--- config.mk ---
export PLATFORM = sky130hd
export DESIGN_NAME = infix_to_postfix_converter
export DESIGN_NICKNAME = d
export VERILOG_FILES = /design/src/hw/rtl/i2p_pkg.sv /design/src/hw/rtl/i2p_ctrl.sv /design/src/hw/rtl/i2p_dp.sv /design/src/hw/rtl/infix_to_postfix_converter.sv
export SDC_FILE = /design/constraint.sdc
export NUM_CORES = 1
export LEC_CHECK = 0
export BUFFER_PORTS_ARGS = -buffer_cell sky130_fd_sc_hd__buf_4
export CELL_PAD_IN_SITES_DETAIL_PLACEMENT = 0
export CELL_PAD_IN_SITES_GLOBAL_PLACEMENT = 1
export CORE_MARGIN = 5
export CORE_UTILIZATION = 50
export DETAILED_ROUTE_END_ITERATION = 8
export PLACE_DENSITY = 0.75
export SETUP_SLACK_MARGIN = 0.05
export SLEW_MARGIN = 20
export SYNTH_ARGS = -nofsm -noshare
export SYNTH_HDL_FRONTEND = slang
export SYNTH_SLANG_ARGS = --single-unit
--- constraint.sdc ---
create_clock -name clk -period 3.8 [get_ports clk]
set_clock_uncertainty 0.05 [all_clocks]
set_input_delay 0.57 -clock clk [delete_from_list [all_inputs] [get_ports clk]]
set_output_delay 0.57 -clock clk [all_outputs]
set_load 0.005 [all_outputs]
--- src/hw/rtl/i2p_pkg.sv ---
`default_nettype none
// ----------------------------------------------------------------------------
// i2p_pkg
// Shared types, character codes and helper functions for the infix to
// postfix converter.
// ----------------------------------------------------------------------------

package i2p_pkg;

	localparam logic [7:0] CH_NUL   = 8'h00;
	localparam logic [7:0] CH_SPACE = 8'h20;
	localparam logic [7:0] CH_OPEN  = 8'h28;
	localparam logic [7:0] CH_CLOSE = 8'h29;
	localparam logic [7:0] CH_STAR  = 8'h2a;
	localparam logic [7:0] CH_PLUS  = 8'h2b;
	localparam logic [7:0] CH_MINUS = 8'h2d;
	localparam logic [7:0] CH_DOT   = 8'h2e;
	localparam logic [7:0] CH_SLASH = 8'h2f;
	localparam logic [7:0] CH_ZERO  = 8'h30;
	localparam logic [7:0] CH_NINE  = 8'h39;
	localparam logic [7:0] CH_EQ    = 8'h3d;

	localparam logic [1:0] RANK_NONE = 2'd0;
	localparam logic [1:0] RANK_ADD  = 2'd1;
	localparam logic [1:0] RANK_MUL  = 2'd2;

	typedef enum logic [2:0] {
		KIND_OP,
		KIND_NUM,
		KIND_OPEN,
		KIND_CLOSE,
		KIND_IGN,
		KIND_END
	} kind_t;

	typedef enum logic [1:0] {
		SEL_SPACE,
		SEL_TOP,
		SEL_ITEM,
		SEL_NUL
	} sel_t;

	typedef enum logic [3:0] {
		ST_IDLE,
		ST_NUM_SP,
		ST_NUM_CH,
		ST_OPEN,
		ST_OP_SP,
		ST_OP_CH,
		ST_PUSH,
		ST_PC_CHK,
		ST_PC_SP,
		ST_PC_CH,
		ST_PC_DROP,
		ST_FL_CHK,
		ST_FL_SP,
		ST_FL_CH,
		ST_FL_NUL
	} state_t;

	typedef struct packed {
		logic accept;
		logic emit;
		sel_t sel;
		logic last;
		logic pop;
		logic push;
		logic drop_open;
		logic clear;
	} cmd_t;

	typedef struct packed {
		kind_t kind;
		logic  space_pending;
		logic  out_free;
		logic  cnt_zero;
		logic  cnt_one;
		logic  top_pops;
		logic  top_open;
		logic  next_open;
	} stat_t;

	function automatic logic [1:0] rank_of(input logic [7:0] c);
		logic [1:0] r;
		r = RANK_NONE;
		if (c == CH_PLUS || c == CH_MINUS) r = RANK_ADD;
		if (c == CH_STAR || c == CH_SLASH) r = RANK_MUL;
		return r;
	endfunction

	function automatic logic is_numeric(input logic [7:0] c);
		return (c >= CH_ZERO && c <= CH_NINE) || c == CH_DOT;
	endfunction

	// stacked entry t leaves the stack ahead of incoming operator c
	function automatic logic pops(input logic [7:0] t, input logic [7:0] c);
		return (t != CH_OPEN) && (rank_of(t) >= rank_of(c));
	endfunction

	function automatic kind_t kind_of(input logic [7:0] c, input logic last_item);
		kind_t k;
		if (last_item) k = KIND_END;
		else if (is_numeric(c)) k = KIND_NUM;
		else if (c == CH_OPEN) k = KIND_OPEN;
		else if (c == CH_CLOSE) k = KIND_CLOSE;
		else if (c == CH_EQ) k = KIND_IGN;
		else k = KIND_OP;
		return k;
	endfunction

endpackage

`default_nettype wire

--- src/hw/rtl/i2p_ctrl.sv ---
`default_nettype none
// ----------------------------------------------------------------------------
// i2p_ctrl
// Sequencer: takes one character, then walks the emit, pop and push steps
// that the character calls for, with at most one output beat per step.
// ----------------------------------------------------------------------------

module i2p_ctrl (
	input  wire logic            clk,
	input  wire logic            arst_n,
	input  wire logic            in_valid,
	output logic                 in_stall,
	input  wire i2p_pkg::stat_t  stat,
	output i2p_pkg::cmd_t        cmd
);

	i2p_pkg::state_t state_q;
	i2p_pkg::state_t state_d;

	always_ff @(posedge clk or negedge arst_n) begin
		if (!arst_n) begin
			state_q <= i2p_pkg::ST_IDLE;
		end else begin
			state_q <= state_d;
		end
	end

	assign in_stall = (state_q != i2p_pkg::ST_IDLE);

	always_comb begin
		state_d = state_q;
		cmd     = '0;
		cmd.sel = i2p_pkg::SEL_SPACE;
		unique case (state_q)
			i2p_pkg::ST_IDLE: begin
				if (in_valid) begin
					cmd.accept = 1'b1;
					unique case (stat.kind)
						i2p_pkg::KIND_END:   state_d = i2p_pkg::ST_FL_CHK;
						i2p_pkg::KIND_NUM:   state_d = stat.space_pending ?
						                               i2p_pkg::ST_NUM_SP : i2p_pkg::ST_NUM_CH;
						i2p_pkg::KIND_OPEN:  state_d = i2p_pkg::ST_OPEN;
						i2p_pkg::KIND_CLOSE: state_d = i2p_pkg::ST_PC_CHK;
						i2p_pkg::KIND_IGN:   state_d = i2p_pkg::ST_IDLE;
						i2p_pkg::KIND_OP:    state_d = i2p_pkg::ST_OP_SP;
						default:             state_d = i2p_pkg::ST_IDLE;
					endcase
				end
			end
			i2p_pkg::ST_NUM_SP: begin
				if (stat.out_free) begin
					cmd.emit = 1'b1;
					cmd.sel  = i2p_pkg::SEL_SPACE;
					state_d  = i2p_pkg::ST_NUM_CH;
				end
			end
			i2p_pkg::ST_NUM_CH: begin
				if (stat.out_free) begin
					cmd.emit = 1'b1;
					cmd.sel  = i2p_pkg::SEL_ITEM;
					cmd.last = 1'b1;
					state_d  = i2p_pkg::ST_IDLE;
				end
			end
			i2p_pkg::ST_OPEN: begin
				cmd.push = 1'b1;
				state_d  = i2p_pkg::ST_IDLE;
			end
			// space before the pops and after each popped operator
			i2p_pkg::ST_OP_SP: begin
				if (stat.out_free) begin
					cmd.emit = 1'b1;
					cmd.sel  = i2p_pkg::SEL_SPACE;
					cmd.last = !stat.top_pops;
					state_d  = stat.top_pops ? i2p_pkg::ST_OP_CH : i2p_pkg::ST_PUSH;
				end
			end
			i2p_pkg::ST_OP_CH: begin
				if (stat.out_free) begin
					cmd.emit = 1'b1;
					cmd.sel  = i2p_pkg::SEL_TOP;
					cmd.pop  = 1'b1;
					state_d  = i2p_pkg::ST_OP_SP;
				end
			end
			i2p_pkg::ST_PUSH: begin
				cmd.push = 1'b1;
				state_d  = i2p_pkg::ST_IDLE;
			end
			i2p_pkg::ST_PC_CHK: begin
				if (stat.cnt_zero) state_d = i2p_pkg::ST_IDLE;
				else if (stat.top_open) state_d = i2p_pkg::ST_PC_DROP;
				else state_d = i2p_pkg::ST_PC_SP;
			end
			i2p_pkg::ST_PC_SP: begin
				if (stat.out_free) begin
					cmd.emit = 1'b1;
					cmd.sel  = i2p_pkg::SEL_SPACE;
					state_d  = i2p_pkg::ST_PC_CH;
				end
			end
			i2p_pkg::ST_PC_CH: begin
				if (stat.out_free) begin
					cmd.emit = 1'b1;
					cmd.sel  = i2p_pkg::SEL_TOP;
					cmd.last = stat.cnt_one || stat.next_open;
					cmd.pop  = 1'b1;
					state_d  = i2p_pkg::ST_PC_CHK;
				end
			end
			i2p_pkg::ST_PC_DROP: begin
				cmd.pop       = 1'b1;
				cmd.drop_open = 1'b1;
				state_d       = i2p_pkg::ST_IDLE;
			end
			i2p_pkg::ST_FL_CHK: begin
				state_d = stat.cnt_zero ? i2p_pkg::ST_FL_NUL : i2p_pkg::ST_FL_SP;
			end
			i2p_pkg::ST_FL_SP: begin
				if (stat.out_free) begin
					cmd.emit = 1'b1;
					cmd.sel  = i2p_pkg::SEL_SPACE;
					state_d  = i2p_pkg::ST_FL_CH;
				end
			end
			i2p_pkg::ST_FL_CH: begin
				if (stat.out_free) begin
					cmd.emit      = 1'b1;
					cmd.sel       = i2p_pkg::SEL_TOP;
					cmd.pop       = 1'b1;
					// leftover open parens leave the paren count as well
					cmd.drop_open = stat.top_open;
					state_d       = i2p_pkg::ST_FL_CHK;
				end
			end
			i2p_pkg::ST_FL_NUL: begin
				if (stat.out_free) begin
					cmd.emit  = 1'b1;
					cmd.sel   = i2p_pkg::SEL_NUL;
					cmd.last  = 1'b1;
					cmd.clear = 1'b1;
					state_d   = i2p_pkg::ST_IDLE;
				end
			end
			default: begin
				state_d = i2p_pkg::ST_IDLE;
			end
		endcase
	end

endmodule

`default_nettype wire

--- src/hw/rtl/i2p_dp.sv ---
`default_nettype none
// ----------------------------------------------------------------------------
// i2p_dp
// Datapath: operator stack memory with a cached top entry, bookkeeping
// registers and the output register.
// ----------------------------------------------------------------------------

module i2p_dp #(
	parameter int STACK_DEPTH = 16
) (
	input  wire logic            clk,
	input  wire logic            arst_n,
	input  wire logic [7:0]      in_char,
	input  wire logic            end_of_expr,
	input  wire i2p_pkg::cmd_t   cmd,
	output i2p_pkg::stat_t       stat,
	output logic                 out_valid,
	input  wire logic            out_stall,
	output logic [7:0]           out_char,
	output logic                 last_of_run,
	output logic                 syntax_error
);

	localparam int CW = $clog2(STACK_DEPTH + 1);
	localparam int IW = $clog2(STACK_DEPTH);

	logic [7:0]    mem [STACK_DEPTH];
	logic [CW-1:0] cnt_q;
	logic [CW-1:0] lp_q;
	logic [7:0]    char_q;
	logic [7:0]    top_q;
	logic [7:0]    rd_q;
	logic          sbd_q;
	logic          err_q;
	logic          out_valid_q;
	logic [7:0]    out_char_q;
	logic          out_last_q;
	logic          out_err_q;

	i2p_pkg::kind_t in_kind;
	logic           full;
	logic           in_err;
	logic [7:0]     emit_char;
	logic [IW-1:0]  rd_addr;

	assign in_kind = i2p_pkg::kind_of(in_char, end_of_expr);
	assign full    = (cnt_q == CW'(STACK_DEPTH));
	// entry just below the top, read every cycle
	assign rd_addr = IW'(cnt_q - CW'(2));

	// error of this item is known at accept: a push fails only when nothing pops
	always_comb begin
		case (in_kind)
			i2p_pkg::KIND_OPEN:  in_err = full;
			i2p_pkg::KIND_CLOSE: in_err = (lp_q == '0);
			i2p_pkg::KIND_OP:    in_err = full && !i2p_pkg::pops(top_q, in_char);
			default:             in_err = 1'b0;
		endcase
	end

	always_comb begin
		case (cmd.sel)
			i2p_pkg::SEL_SPACE: emit_char = i2p_pkg::CH_SPACE;
			i2p_pkg::SEL_TOP:   emit_char = top_q;
			i2p_pkg::SEL_ITEM:  emit_char = char_q;
			default:            emit_char = i2p_pkg::CH_NUL;
		endcase
	end

	always_ff @(posedge clk or negedge arst_n) begin
		if (!arst_n) begin
			cnt_q       <= '0;
			lp_q        <= '0;
			sbd_q       <= 1'b0;
			err_q       <= 1'b0;
			out_valid_q <= 1'b0;
		end else begin
			if (cmd.emit) out_valid_q <= 1'b1;
			else if (!out_stall) out_valid_q <= 1'b0;

			if (cmd.clear) begin
				cnt_q <= '0;
				lp_q  <= '0;
				sbd_q <= 1'b0;
				err_q <= 1'b0;
			end else begin
				if (cmd.accept) err_q <= err_q | in_err;
				if (cmd.emit) begin
					sbd_q <= !(i2p_pkg::is_numeric(emit_char) ||
					           emit_char == i2p_pkg::CH_SPACE);
				end
				if (cmd.push) begin
					if (full) begin
						err_q <= 1'b1;
					end else begin
						cnt_q <= cnt_q + CW'(1);
						if (char_q == i2p_pkg::CH_OPEN) lp_q <= lp_q + CW'(1);
					end
				end
				if (cmd.pop) begin
					cnt_q <= cnt_q - CW'(1);
					if (cmd.drop_open) lp_q <= lp_q - CW'(1);
				end
			end
		end
	end

	always_ff @(posedge clk) begin
		if (cmd.accept) char_q <= in_char;
		if (cmd.push && !full) begin
			mem[cnt_q[IW-1:0]] <= char_q;
			top_q              <= char_q;
		end
		if (cmd.pop) top_q <= rd_q;
		rd_q <= mem[rd_addr];
		if (cmd.emit) begin
			out_char_q <= emit_char;
			out_last_q <= cmd.last;
			out_err_q  <= err_q;
		end
	end

	assign stat.kind          = in_kind;
	assign stat.space_pending = sbd_q;
	assign stat.out_free      = !out_valid_q || !out_stall;
	assign stat.cnt_zero      = (cnt_q == '0);
	assign stat.cnt_one       = (cnt_q == CW'(1));
	assign stat.top_pops      = (cnt_q != '0) && i2p_pkg::pops(top_q, char_q);
	assign stat.top_open      = (cnt_q != '0) && (top_q == i2p_pkg::CH_OPEN);
	assign stat.next_open     = (rd_q == i2p_pkg::CH_OPEN);

	assign out_valid    = out_valid_q;
	assign out_char     = out_char_q;
	assign last_of_run  = out_last_q;
	assign syntax_error = out_err_q;

`ifndef SYNTHESIS
	a_cnt_bound: assert property (@(posedge clk) disable iff (!arst_n)
		cnt_q <= CW'(STACK_DEPTH))
		else $error("stack count beyond depth");

	a_lp_bound: assert property (@(posedge clk) disable iff (!arst_n)
		lp_q <= cnt_q)
		else $error("open paren count beyond stack count");

	a_emit_free: assert property (@(posedge clk) disable iff (!arst_n)
		cmd.emit |-> (!out_valid_q || !out_stall))
		else $error("beat loaded over a waiting beat");

	a_pop_nonempty: assert property (@(posedge clk) disable iff (!arst_n)
		cmd.pop |-> (cnt_q != '0))
		else $error("pop from empty stack");

	a_clear: assert property (@(posedge clk) disable iff (!arst_n)
		cmd.clear |=> (cnt_q == '0) && !err_q && !sbd_q)
		else $error("state not cleared after end of expression");
`endif

endmodule

`default_nettype wire

--- src/hw/rtl/infix_to_postfix_converter.sv ---
`default_nettype none
// ----------------------------------------------------------------------------
// infix_to_postfix_converter
// Shunting-yard converter: infix characters in, postfix characters out.
// ----------------------------------------------------------------------------

// One infix character is taken per input beat and turned into zero or more
// postfix output beats; last_of_run marks the final beat of each character
// and syntax_error carries the sticky error flag. An item is first accepted,
// then takes one controller state per output beat it produces, plus
// one for a push, one for dropping the matching open paren of a close paren
// and one for each stack check of a close paren or end item; a state that
// emits waits while the output register is held. This pacing is set by the
// single output register (one beat per cycle while out_stall allows) and by
// the one read port of the operator stack, whose registered read supplies
// the entry below the top. A new item is not taken until the steps of the
// current one are done; a finished beat may still wait in the output
// register while the next item is accepted. The stack holds STACK_DEPTH
// entries.

module infix_to_postfix_converter #(
	parameter int STACK_DEPTH = 16
) (
	input  wire logic       clk,
	input  wire logic       arst_n,
	input  wire logic       in_valid,
	output logic            in_stall,
	input  wire logic [7:0] in_char,
	input  wire logic       end_of_expr,
	output logic            out_valid,
	input  wire logic       out_stall,
	output logic [7:0]      out_char,
	output logic            last_of_run,
	output logic            syntax_error
);

	i2p_pkg::cmd_t  cmd;
	i2p_pkg::stat_t stat;

	i2p_ctrl u_ctrl (
		.clk      (clk),
		.arst_n   (arst_n),
		.in_valid (in_valid),
		.in_stall (in_stall),
		.stat     (stat),
		.cmd      (cmd)
	);

	i2p_dp #(
		.STACK_DEPTH (STACK_DEPTH)
	) u_dp (
		.clk          (clk),
		.arst_n       (arst_n),
		.in_char      (in_char),
		.end_of_expr  (end_of_expr),
		.cmd          (cmd),
		.stat         (stat),
		.out_valid    (out_valid),
		.out_stall    (out_stall),
		.out_char     (out_char),
		.last_of_run  (last_of_run),
		.syntax_error (syntax_error)
	);

endmodule

`default_nettype wire

# Yosys cells after proc, flatten, opt, wreduce, memory -nomap -nowiden
# Memories as Yosys holds them, arrays and structs flattened. A register that Yosys moved wholly into a read port is not among the register bits.
# Cells that the tools add are included.
dict set report classes {
  addsub 5
  n_lt_le_gt_ge 6
  eq_ne 55
  mux 69
  bitwise 1
  reduce_logical 41
}
# op n
set op_table {}
lappend op_table {{equality test 8 x 6 -> 1 bit (second input constant)} 21}
lappend op_table {{two-way mux 5 bit} 11}
lappend op_table {{two-way mux 4 bit} 13}
lappend op_table {{one-hot mux 4 bit (11 select lines)} 1}
lappend op_table {{equality test 4 bit (second input constant)} 7}
lappend op_table {{one-hot mux 8 bit (3 select lines)} 1}
lappend op_table {{two-way mux 3 bit} 7}
lappend op_table {{one-hot mux 4 bit (5 select lines)} 1}
lappend op_table {{two-way mux 1 bit} 19}
lappend op_table {{two-way mux 2 bit} 9}
lappend op_table {{one-hot mux 3 bit (6 select lines)} 1}
lappend op_table {{equality test 4 x 3 -> 1 bit (second input constant)} 4}
lappend op_table {{>= comparator 8 x 6 -> 1 bit (second input constant)} 2}
lappend op_table {{<= comparator 8 x 6 -> 1 bit (second input constant)} 2}
lappend op_table {{two-way mux 8 bit} 2}
lappend op_table {{inequality test 2 bit (second input constant)} 8}
lappend op_table {{logical OR 1 bit} 11}
lappend op_table {{adder 5 x 1 -> 5 bit (second input constant)} 2}
lappend op_table {{logical NOT 5 bit} 2}
lappend op_table {{subtractor 5 x 1 -> 5 bit (second input constant)} 2}
lappend op_table {{AND reduction 9 bit} 1}
lappend op_table {{equality test 4 x 2 -> 1 bit (second input constant)} 2}
lappend op_table {{logical AND 1 bit} 8}
lappend op_table {{inequality test 8 x 6 -> 1 bit (second input constant)} 1}
lappend op_table {{27 further kinds} 39}
dict set report word_totals {
  ff_bits 43
  ramBits 128
  mem_count 1
}
# memory depth word_bits rd rd_clocked_by_memory_dff wr line
set memory_table {}
lappend memory_table {u_dp.mem 16 8 1 1 1 i2p_dp.sv:27} ;# logic [7:0] mem [STACK_DEPTH];

# Logic depth before layout (Yosys ltp)
# Gate-level depths: netlist (run 1).
dict set report logic_depth {
  ltp_word 19
  depth_mapped 11
  mapped_depth_nobuf 11
}

# Modules after synthesis
# A second synthesis (run 1) with hierarchy kept.
dict set report hier_totals {
  cells_unflattened 528
  hier_area_um2 8025.2
}
# mod n_inst cells_per_inst area_per_inst_um2
set by_module_without_submodules {}
lappend by_module_without_submodules {i2p_dp 1 441 7442.1}
lappend by_module_without_submodules {i2p_ctrl 1 87 583.1}

# Least setup slack after synthesis (run 1)
# No wires, ideal clock.
dict set report synth_path {
  path_type {register to register}
  startpoint {register u_dp.cnt_q[1]}
  endpoint {register u_dp.rd_q[1], read port of u_dp.mem}
  setup_ns 0.136
  arrival_ns 2.558
  required_ns 3.614
  setup_slack_ns 1.056
  stages_incl_launch_ff 7
  synth_period_minus_slack_ns 2.744
  cell_sequence {dfrtp_1 > clkbuf_1 > clkbuf_1 > inv_1 > ha_1 > xor2_1 > mux4_1}
}
dict set report synth_between {
  elab_chain_cells 1
}
# item line
set synth_lines {}
lappend synth_lines {{start: declaration} i2p_dp.sv:28} ;# logic [CW-1:0] cnt_q;
lappend synth_lines {{start signal: assignment} i2p_dp.sv:96} ;# cnt_q <= cnt_q + CW'(1);
lappend synth_lines {{start signal: assignment} i2p_dp.sv:101} ;# cnt_q <= cnt_q - CW'(1);
lappend synth_lines {{subtractor 4 x 2 -> 4 bit} i2p_dp.sv:49} ;# assign rd_addr = IW'(cnt_q - CW'(2));
lappend synth_lines {{end: declaration} i2p_dp.sv:32} ;# logic [7:0] rd_q;
# No other way between the ends.
# A chain may end at the register's enable or synchronous reset.

==> flow_summary.ini, run 1 <==
[cells_and_area]
fillers = 1219
layout.nets = 578
syn_to_final_growth_pct = 12.3
final_util_pct = 57.5
diodes = 0
layout-drive-gt1-share_pct = 23.1

[setup_path]
critical_path_class = register to register
start_kind = register
cpMostUsedCell = a21oi_1
critPathRequiredTime_ps = 4040
cpLargestDelayFamily = simple AND/OR/NAND/NOR gates
critical_path.cell_chain = nor2_1 -> nand4b_1 -> inv_1 -> and3_1 -> ha_1 -> nand2b_1 -> a21oi_1 -> a211o_1 -> a21oi_1 -> or3_1 -> a21oi_1
slowest_delay_ps = 670
arrival_ps = 3100
cp_slowest_cell = edfxtp_1
endpoint_kind = register
cp_max_fo = 19
critical_path_buf_inv_count = 1

[global_route]
top_usage_layer = met1
antenna_found_initial = 0
grt_use_total_pct = 20.1
grt_pass1_vias = 4471
grt_pass1_wl_um = 27500
met3_usage_pct = 4.05
grt_use_met2_pct = 28.6
grt_overflow = 0
grt_max_degree = 39
use_met1_pct = 32.0

[logic_synthesis]
synth.top_cell.area_share_pct = 56.6
synth.distinct_cells = 74
synth_compound_area_share_pct = 7.26
async_flop_share_pct = 9.50
synth-seq-area-share_pct = 63.8
synth-simple-area-share_pct = 10.6
muxShareOfSynthArea_pct = 12.7
synth_xor_area_share_pct = 1.16
synth_top_cell_by_area = edfxtp_1
synthCells = 518
synth_edf_count = 154
syn-cell-area_um2 = 8170
synth-seq-cells = 179
synthFlopType = edfxtp_1
syn_nets = 546
synthTopCellsByArea = edfxtp_1 (57%), mux4_2 (9.7%), dfrtp_1 (5.2%)
synthTopCellsByCount = edfxtp_1 (154), mux4_2 (35), nor2_1 (27), nand2_1 (18)
synth_warnings = 0
synth.most_common_cell = edfxtp_1
synthAdderAreaFrac_pct = 2.30
avgSynthCellArea_um2 = 15.8
synth_top_family_by_area = multiplexers

[floorplanning]
core-area_um2 = 15900
die-area_um2 = 19000
die_width_um = 138
start_util_pct = 51.2
rows = 46
io_pins = 25
die_h_um = 138

[timing]
fin_ws_ps = 939
finalSetupTns_ps = 0
fmax_mhz = 349
hold_ws_ps = 269
worstMarginPinSlew_ps = 891
finalSetupViolations = 0
relSlewSlack_pct = 40.6
rsz0062_at_grt = false
slew_violations = 0
hold_violations = 0
finalCriticalPeriod_ps = 2860
finalCritPeriodShare_pct = 75.3

[placed_design]
dp_slack_ps = 996
port_buffers = 24
gp_congestion = 0.837
dp_hpwl_um = 11600

[pwr]
ir_drop_mv = 0.427
power_leakage_uw = 0.00319
total_power_uw = 6800
powerDensity_nw_per_um2 = 741

[routing]
drc_errors = 0
routed_wl_um = 17900
via_per_inst = 5.94
routed-via-count = 4629
drt_iter0_drc = 466
dr.pass1.iters = 5
ant_nets = 0
wl_per_cell_um = 23.0

[clock_tree]
htreeDepth = 4
postCtsSetupBuffers = 0
clkSinkCount = 179
post_cts_resized = 0
insertion_delay_ps = 430
clockBufferDepth = 2
clk_pin_slew_ps = 70
cts_inserted_buffers = 17
cts_hold_buf = 1
cts_tree = built
cts_root_buffer = clkbuf_16

[run_status]
status = complete, no violations

[worst_hold_path]
min_path_type = input port to register

[run]
cap_violations = 0
[per-stage QoR]
step,instances,cell area [um^2]
finish,779,9170
global route,779,9170
CTS,779,9170
detailed placement,746,8570
global placement,746,8570
floorplan,518,8170
[worst reg2reg max path: stages (launching register included)]
cell and delay (ps):
edfxtp_1 670, nor2_1 300, nand4b_1 210, inv_1 130, and3_1 150, ha_1 220, nand2b_1 140, a21oi_1 150
a211o_1 170, a21oi_1 70, or3_1 310, a21oi_1 140
[kinds of logic (layout without fill, tap and decap cells)]
family | Yosys count | count (layout)
DFF | 179 | 179
and+or+nand+nor | 145 | 145
AOI/OAI and AO/OA | 82 | 82
muxes | 50 | 50
buffers and inverters | 37 | 82
adders and majority gates | 15 | 15
xor gates and xnor gates | 10 | 10
[registers in the layout, summed over array words and instances, names as in the netlist]
name / cells
u_dp.cnt_q: 5
u_dp.mem: 128
u_dp.syntax_error: 1
u_dp.char_q: 8
u_dp.lp_q: 5
u_dp.err_q: 1
u_ctrl.state_q: 4
u_dp.rd_q: 8
u_dp.sbd_q: 1
u_dp.top_q: 8
u_dp.out_char: 8
u_dp.out_valid: 1
u_dp.last_of_run: 1
[cells in the final DEF, fill, tap and decap left out, types with 3 or more instances in the layout]
master / netlist / routed
a211o_1: 3 / 3
a21o_1: 5 / 5
a21oi_1: 14 / 14
a22o_1: 4 / 4
a22oi_1: 6 / 6
a31oi_1: 3 / 3
a32oi_1: 4 / 4
and2_1: 17 / 17
and3_1: 11 / 11
buf_4: 5 / 36
clkbuf_16: 0 / 17
dfrtp_1: 17 / 16
dfxtp_1: 8 / 8
edfxtp_1: 154 / 154
ha_1: 15 / 15
inv_1: 13 / 13
inv_6: 0 / 6
inv_8: 0 / 3
mux2_2: 8 / 8
mux4_1: 5 / 5
mux4_2: 35 / 35
nand2_1: 18 / 18
nand2b_1: 7 / 7
nand3_1: 17 / 17
nor2_1: 27 / 27
nor2b_1: 8 / 8
nor3_1: 7 / 7
nor4b_1: 4 / 4
o21ai_0: 13 / 13
o22ai_1: 5 / 5
o2bb2ai_1: 3 / 3
or2_2: 4 / 4
or3_1: 4 / 4
xnor2_1: 3 / 3
xor2_1: 6 / 6
[power by group]
group | internal (uW) | leakage [uW] | switching [uW]
registers | 2510 | 0.00167 | 259
clock network | 938 | 0.000290 | 803
logic | 1050 | 0.00122 | 1230
[final cells by class]
| class | count | area (um^2) | share of cell area, % |
|---|---|---|---|
| Timing Repair Buffer | 37 | 280 | 3.06 |
| Tap cell | 216 | 270 | 2.95 |
| Clock inverter | 14 | 161 | 1.76 |
| Clock buffer | 18 | 429 | 4.68 |
| Sequential cell | 179 | 5210 | 56.8 |
| Multi-Input combinational cell | 302 | 2770 | 30.2 |
| Inverter | 13 | 48.8 | 0.532 |
[per-layer routing]
metal  wire, um  up-vias
met4        142        0
met3        934       11
met5          0        -
met2       8050      131
li1           -     2133
met1       8750     2354
[final timing paths]
path                       slack [ps]           start  depth (start not counted)                end
max                               940  u_dp.char_q[7]                         11   u_dp.last_of_run
min                               270      in_char[5]                          1     u_dp.char_q[5]
max reg2reg                       940  u_dp.char_q[7]                         11   u_dp.last_of_run
min reg2reg                       460    u_dp.lp_q[3]                          1       u_dp.lp_q[3]
max in group asynchronous        2970          arst_n                          2      u_dp.cnt_q[0]
min in group asynchronous         490          arst_n                          2  u_ctrl.state_q[0]
Power figures use the tool's default switching activity.
==> inputs of run 2 (changes only) <==
==> constraint.sdc (replaced) <==
create_clock -name clk -period 2.75 [get_ports clk]
set_clock_uncertainty 0.05 [all_clocks]
set_input_delay 0.4125 -clock clk [delete_from_list [all_inputs] [get_ports clk]]
set_output_delay 0.4125 -clock clk [all_outputs]
set_load 0.005 [all_outputs]
==> run 2 against run 1 <==
Against the previous run:
- maximum frequency increased by 11%
- clock-buffer cell count stayed put
- combinational power grew 41%
- total power is 39% higher
- global-route usage is 0.37 points lower
- largest power group unchanged
- critical path depth is 1 lower
- via count increased by 2.3%
- final cell count up 1.7%
- design area rose by 1.4%
- worst hold slack worse by 150 ps
==> flow_summary.ini, run 2 (synthesized netlist as in run 1, its figures left out) <==
[run_status]
status = complete, no violations

[routing]
ant_nets = 0
via_per_inst = 5.98
wl_per_cell_um = 22.3
routed-via-count = 4735
dr.pass1.iters = 5
routed_wl_um = 17700
drt_iter0_drc = 485
drc_errors = 0

[clock_tree]
cts_root_buffer = clkbuf_16
cts_inserted_buffers = 17
clockBufferDepth = 2
insertion_delay_ps = 430
clkSinkCount = 179
clk_pin_slew_ps = 70
htreeDepth = 4
cts_tree = built

[floorplanning]
die_h_um = 138
io_pins = 25
rows = 46
die-area_um2 = 19000
start_util_pct = 51.2
die_width_um = 138
core-area_um2 = 15900

[cells_and_area]
regArea_um2 = 5210
layout_common_cells = edfxtp_1 (154), buf_4 (49), mux4_2 (35), nor2_1 (27), nand2_1 (18)
fillers = 1251
layout-drive-gt1-share_pct = 25.3
fin_area_um2 = 9300
diodes = 0
layout.nets = 591
multi_input_area_um2 = 2790
final_common_cell = edfxtp_1
largest_reg_flops = 128
syn_to_final_growth_pct = 13.9

[timing]
worstMarginPinSlew_ps = 722
finalCritPeriodShare_pct = 94.0
hold_violations = 0
finalCriticalPeriod_ps = 2590
rsz0062_at_grt = false
finalSetupViolations = 0
fin_ws_ps = 164
finalSetupTns_ps = 0
relSlewSlack_pct = 51.9
fmax_mhz = 387
slew_violations = 0

[setup_path]
critPathRequiredTime_ps = 2980
endpoint_kind = register
arrival_ps = 2810
reg2reg_from = u_dp.top_q[6]
critical_path_class = register to register
cp-startpoint = u_dp.top_q[6]
start_kind = register
cp_max_fo = 4

[pwr]
powerDensity_nw_per_um2 = 1020
ir_drop_mv = 0.478
power_leakage_uw = 0.00325
total_power_uw = 9460

[worst_hold_path]
min_path_type = input port to register
min_from = in_char[5]

[placed_design]
gp_congestion = 0.860
port_buffers = 24
dp_hpwl_um = 11800
placed_area_um2 = 8670
dp_slack_ps = 118

[global_route]
grt_use_total_pct = 19.7
grt_overflow = 0
antenna_found_initial = 0
grt_pass1_wl_um = 27200
grt_max_degree = 39
grt_pass1_vias = 4582

[run]
cap_violations = 0
## run 2: metrics by stage
| stage | util, % | hold WS, ps | cells |
|---|---|---|---|
| after detailed placement | 54.4 | 264 | 758 |
| after global routing | 58.3 | 113 | 792 |
| final | 58.3 | 123 | 792 |
| after floorplan | - | 66.9 | 518 |
| after CTS | 58.2 | 111 | 791 |
| after global placement | 54.4 | 257 | 758 |
## run 2: cell type report
class | count | area share [%]
flip-flops and latches | 179 | 56.0
repair buffers | 50 | 4.06
well taps | 216 | 2.91
clock inverters | 14 | 1.86
inverters | 13 | 0.525
multi-input cells | 302 | 30.0
clock buffers | 18 | 4.61
## run 2: what timing repair did
item,CTS,global route
setup buffers,0,1
resized for setup,0,2
hold buffers,1,0
endpoints found under the hold margin,17,0
endpoints found under the setup margin,0,2
## run 2: layer usage
layer | vias up | wire, um | GRT usage, %
li1 | 2153 | - | -
met1 | 2415 | 8260 | 29.5
met2 | 145 | 8120 | 29.0
met3 | 22 | 932 | 3.98
met4 | 0 | 353 | 6.97
met5 | - | 0 | 0
## run 2: worst paths after layout
path / endpoint / slack (ps) / cells after the start
setup / recovery: u_dp.last_of_run / 160 / 10
hold / removal: u_dp.char_q[5] / 120 / 1
setup reg to reg: u_dp.last_of_run / 160 / 10
hold reg to reg: u_dp.lp_q[3] / 470 / 1
max in group asynchronous: u_dp.cnt_q[0] / 2040 / 2
min in group asynchronous: u_ctrl.state_q[3] / 370 / 2
## run 2: worst max-delay path: stages (launching register included)
cell      delay (ps)
edfxtp_1         450
nor4b_4          360
and2_4           210
nand3_1          110
ha_1             310
nand2b_1         150
a21oi_1          140
a211o_1          160
a21oi_1           70
or3_1            310
a21oi_1          130
## run 2: where the power goes
group / internal (uW) / leakage [uW] / switching, uW
logic: 1490 / 0.00130 / 1730
clock network: 1370 / 0.000277 / 1070
registers: 3470 / 0.00167 / 342
==> inputs of run 3 (changes only) <==
--- a/config.mk
+++ b/config.mk
@@ -8,12 +8,12 @@
 export BUFFER_PORTS_ARGS = -buffer_cell sky130_fd_sc_hd__buf_4
 export CELL_PAD_IN_SITES_DETAIL_PLACEMENT = 0
 export CELL_PAD_IN_SITES_GLOBAL_PLACEMENT = 1
+export CORE_ASPECT_RATIO = 1.2
 export CORE_MARGIN = 5
 export CORE_UTILIZATION = 50
 export DETAILED_ROUTE_END_ITERATION = 8
 export PLACE_DENSITY = 0.75
 export SETUP_SLACK_MARGIN = 0.05
-export SLEW_MARGIN = 20
 export SYNTH_ARGS = -nofsm -noshare
 export SYNTH_HDL_FRONTEND = slang
 export SYNTH_SLANG_ARGS = --single-unit
==> run 3 against run 2 <==
Against the previous run:
- global-route usage is 0.37 points higher
- die area hardly changed
- via count is 0.93% lower
- critical path type unchanged
- critical endpoint unchanged
- largest cell class unchanged
- largest power group unchanged
- highest routed layer unchanged
==> flow_summary.ini, run 3 (synthesized netlist as in run 1, its figures left out) <==
[run_status]
status = complete, no violations

[timing]
rsz0062_at_grt = false
worstMarginPinSlew_ps = 998
finalSetupTns_ps = 0
hold_violations = 0
slew_violations = 0
fmax_mhz = 390
relSlewSlack_pct = 33.3
finalCriticalPeriod_ps = 2560
finalCritPeriodShare_pct = 93.2
finalSetupViolations = 0

[pwr]
internal_power_uw = 6720
ir_drop_mv = 0.502
power_frac_comb_pct = 33.7
powerDensity_nw_per_um2 = 1060
p_sw_uw = 3220
pwr-share-clk_pct = 27.8
power_leakage_uw = 0.00330
pwr-share-seq_pct = 38.5
netSwitchingFraction_pct = 32.4

[cells_and_area]
diodes = 0
final_util_pct = 58.1
syn_to_final_growth_pct = 14.9
layout.nets = 591
layout_common_cells = edfxtp_1 (154), buf_4 (48), mux4_2 (35), nor2_1 (27), nand2_1 (18)
multi_input_area_um2 = 2790
fillers = 1263
layout-drive-gt1-share_pct = 25.3
largest_reg_flops = 128
final_common_cell = edfxtp_1
regArea_um2 = 5210

[global_route]
grt_use_total_pct = 20.1
grt_overflow = 0
antenna_found_initial = 0
grt_pass1_vias = 4808
grt_pass1_wl_um = 28100
grt_max_degree = 39

[clock_tree]
clockBufferDepth = 2
htreeDepth = 4
clk_pin_slew_ps = 70
cts_tree = built
postCtsSetupBuffers = 0
clkSinkCount = 179
cts_inserted_buffers = 17
insertion_delay_ps = 430
cts_root_buffer = clkbuf_16

[routing]
wl_per_cell_um = 23.3
ant_nets = 0
drc_errors = 0
routed-via-count = 4691
drt_iter0_drc = 422
routed_wl_um = 18400
via_per_inst = 5.95
dr.pass1.iters = 5

[setup_path]
cpLargestDelayFamily = simple AND/OR/NAND/NOR gates
endpoint_kind = register
critical_path_class = register to register
arrival_ps = 2800
critPathRequiredTime_ps = 2990
critical_path_buf_inv_count = 0
cp_max_fo = 4
critical_path.cell_chain = nor4b_4 -> and2_4 -> nand3_1 -> ha_1 -> nand2b_1 -> a21oi_1 -> a211o_1 -> a21oi_1 -> or3_1 -> a21oi_1
slowest_delay_ps = 460
start_kind = register
cpMostUsedCell = a21oi_1
cp_slowest_cell = edfxtp_1

[floorplanning]
die_width_um = 127
core-area_um2 = 16100
start_util_pct = 50.6
io_pins = 25
die-area_um2 = 19000
rows = 51
die_h_um = 150

[worst_hold_path]
min_path_type = input port to register

[placed_design]
gp_congestion = 0.884
port_buffers = 24
dp_hpwl_um = 12400

[run]
cap_violations = 0
## run 3: worst paths after layout
check	from	endpoint	depth (start not counted)	slack, ps
setup / recovery	u_dp.top_q[4]	u_dp.last_of_run	10	190
hold / removal	in_char[5]	u_dp.char_q[5]	1	120
setup reg to reg	u_dp.top_q[4]	u_dp.last_of_run	10	190
hold reg to reg	u_dp.lp_q[3]	u_dp.lp_q[3]	1	470
max in group asynchronous	arst_n	u_dp.cnt_q[0]	2	2050
min in group asynchronous	arst_n	u_ctrl.state_q[1]	2	360
## run 3: per-layer routing
| metal | wire, um | track usage [%] |
|---|---|---|
| met1 | 7520 | 25.0 |
| met2 | 9750 | 35.2 |
| met3 | 623 | 3.50 |
| met5 | 0 | 0 |
| met4 | 500 | 7.83 |
## run 3: final cells by class
class	instances	area share, %
Timing Repair Buffer	50	4.16
Inverter	13	0.520
Multi-Input combinational cell	302	29.7
Clock inverter	15	2.69
Sequential cell	179	55.5
Clock buffer	17	4.53
Tap cell	212	2.83
## run 3: power groups by stage
stage | registers [uW] | logic (uW) | clock network (uW)
2_1_floorplan | 3770 | 2350 | 0
3_3_place_gp | 3850 | 3320 | 0
3_5_place_dp | 3860 | 3350 | 0
4_1_cts | 3810 | 3380 | 2790
5_1_grt | 3870 | 3620 | 2900
6_report | 3830 | 3350 | 2770
## run 3: timing repair
action | 4_1_cts | 5_1_grt
endpoints found under the setup margin | 0 | 1
endpoints found under the hold margin | 17 | 0
hold buffers | 1 | 0
resized for setup | 0 | 2
## run 3: metrics by stage
stage	power (uW)	cells	cell area [um^2]	setup slack [ps]	hold WS, ps
2_1_floorplan	6110	518	8180	186	66.9
3_3_place_gp	7180	755	8690	144	266
3_5_place_dp	7220	755	8690	131	263
4_1_cts	9980	788	9370	125	104
5_1_grt	10400	788	9390	71.6	96.4
6_report	9950	788	9390	187	115
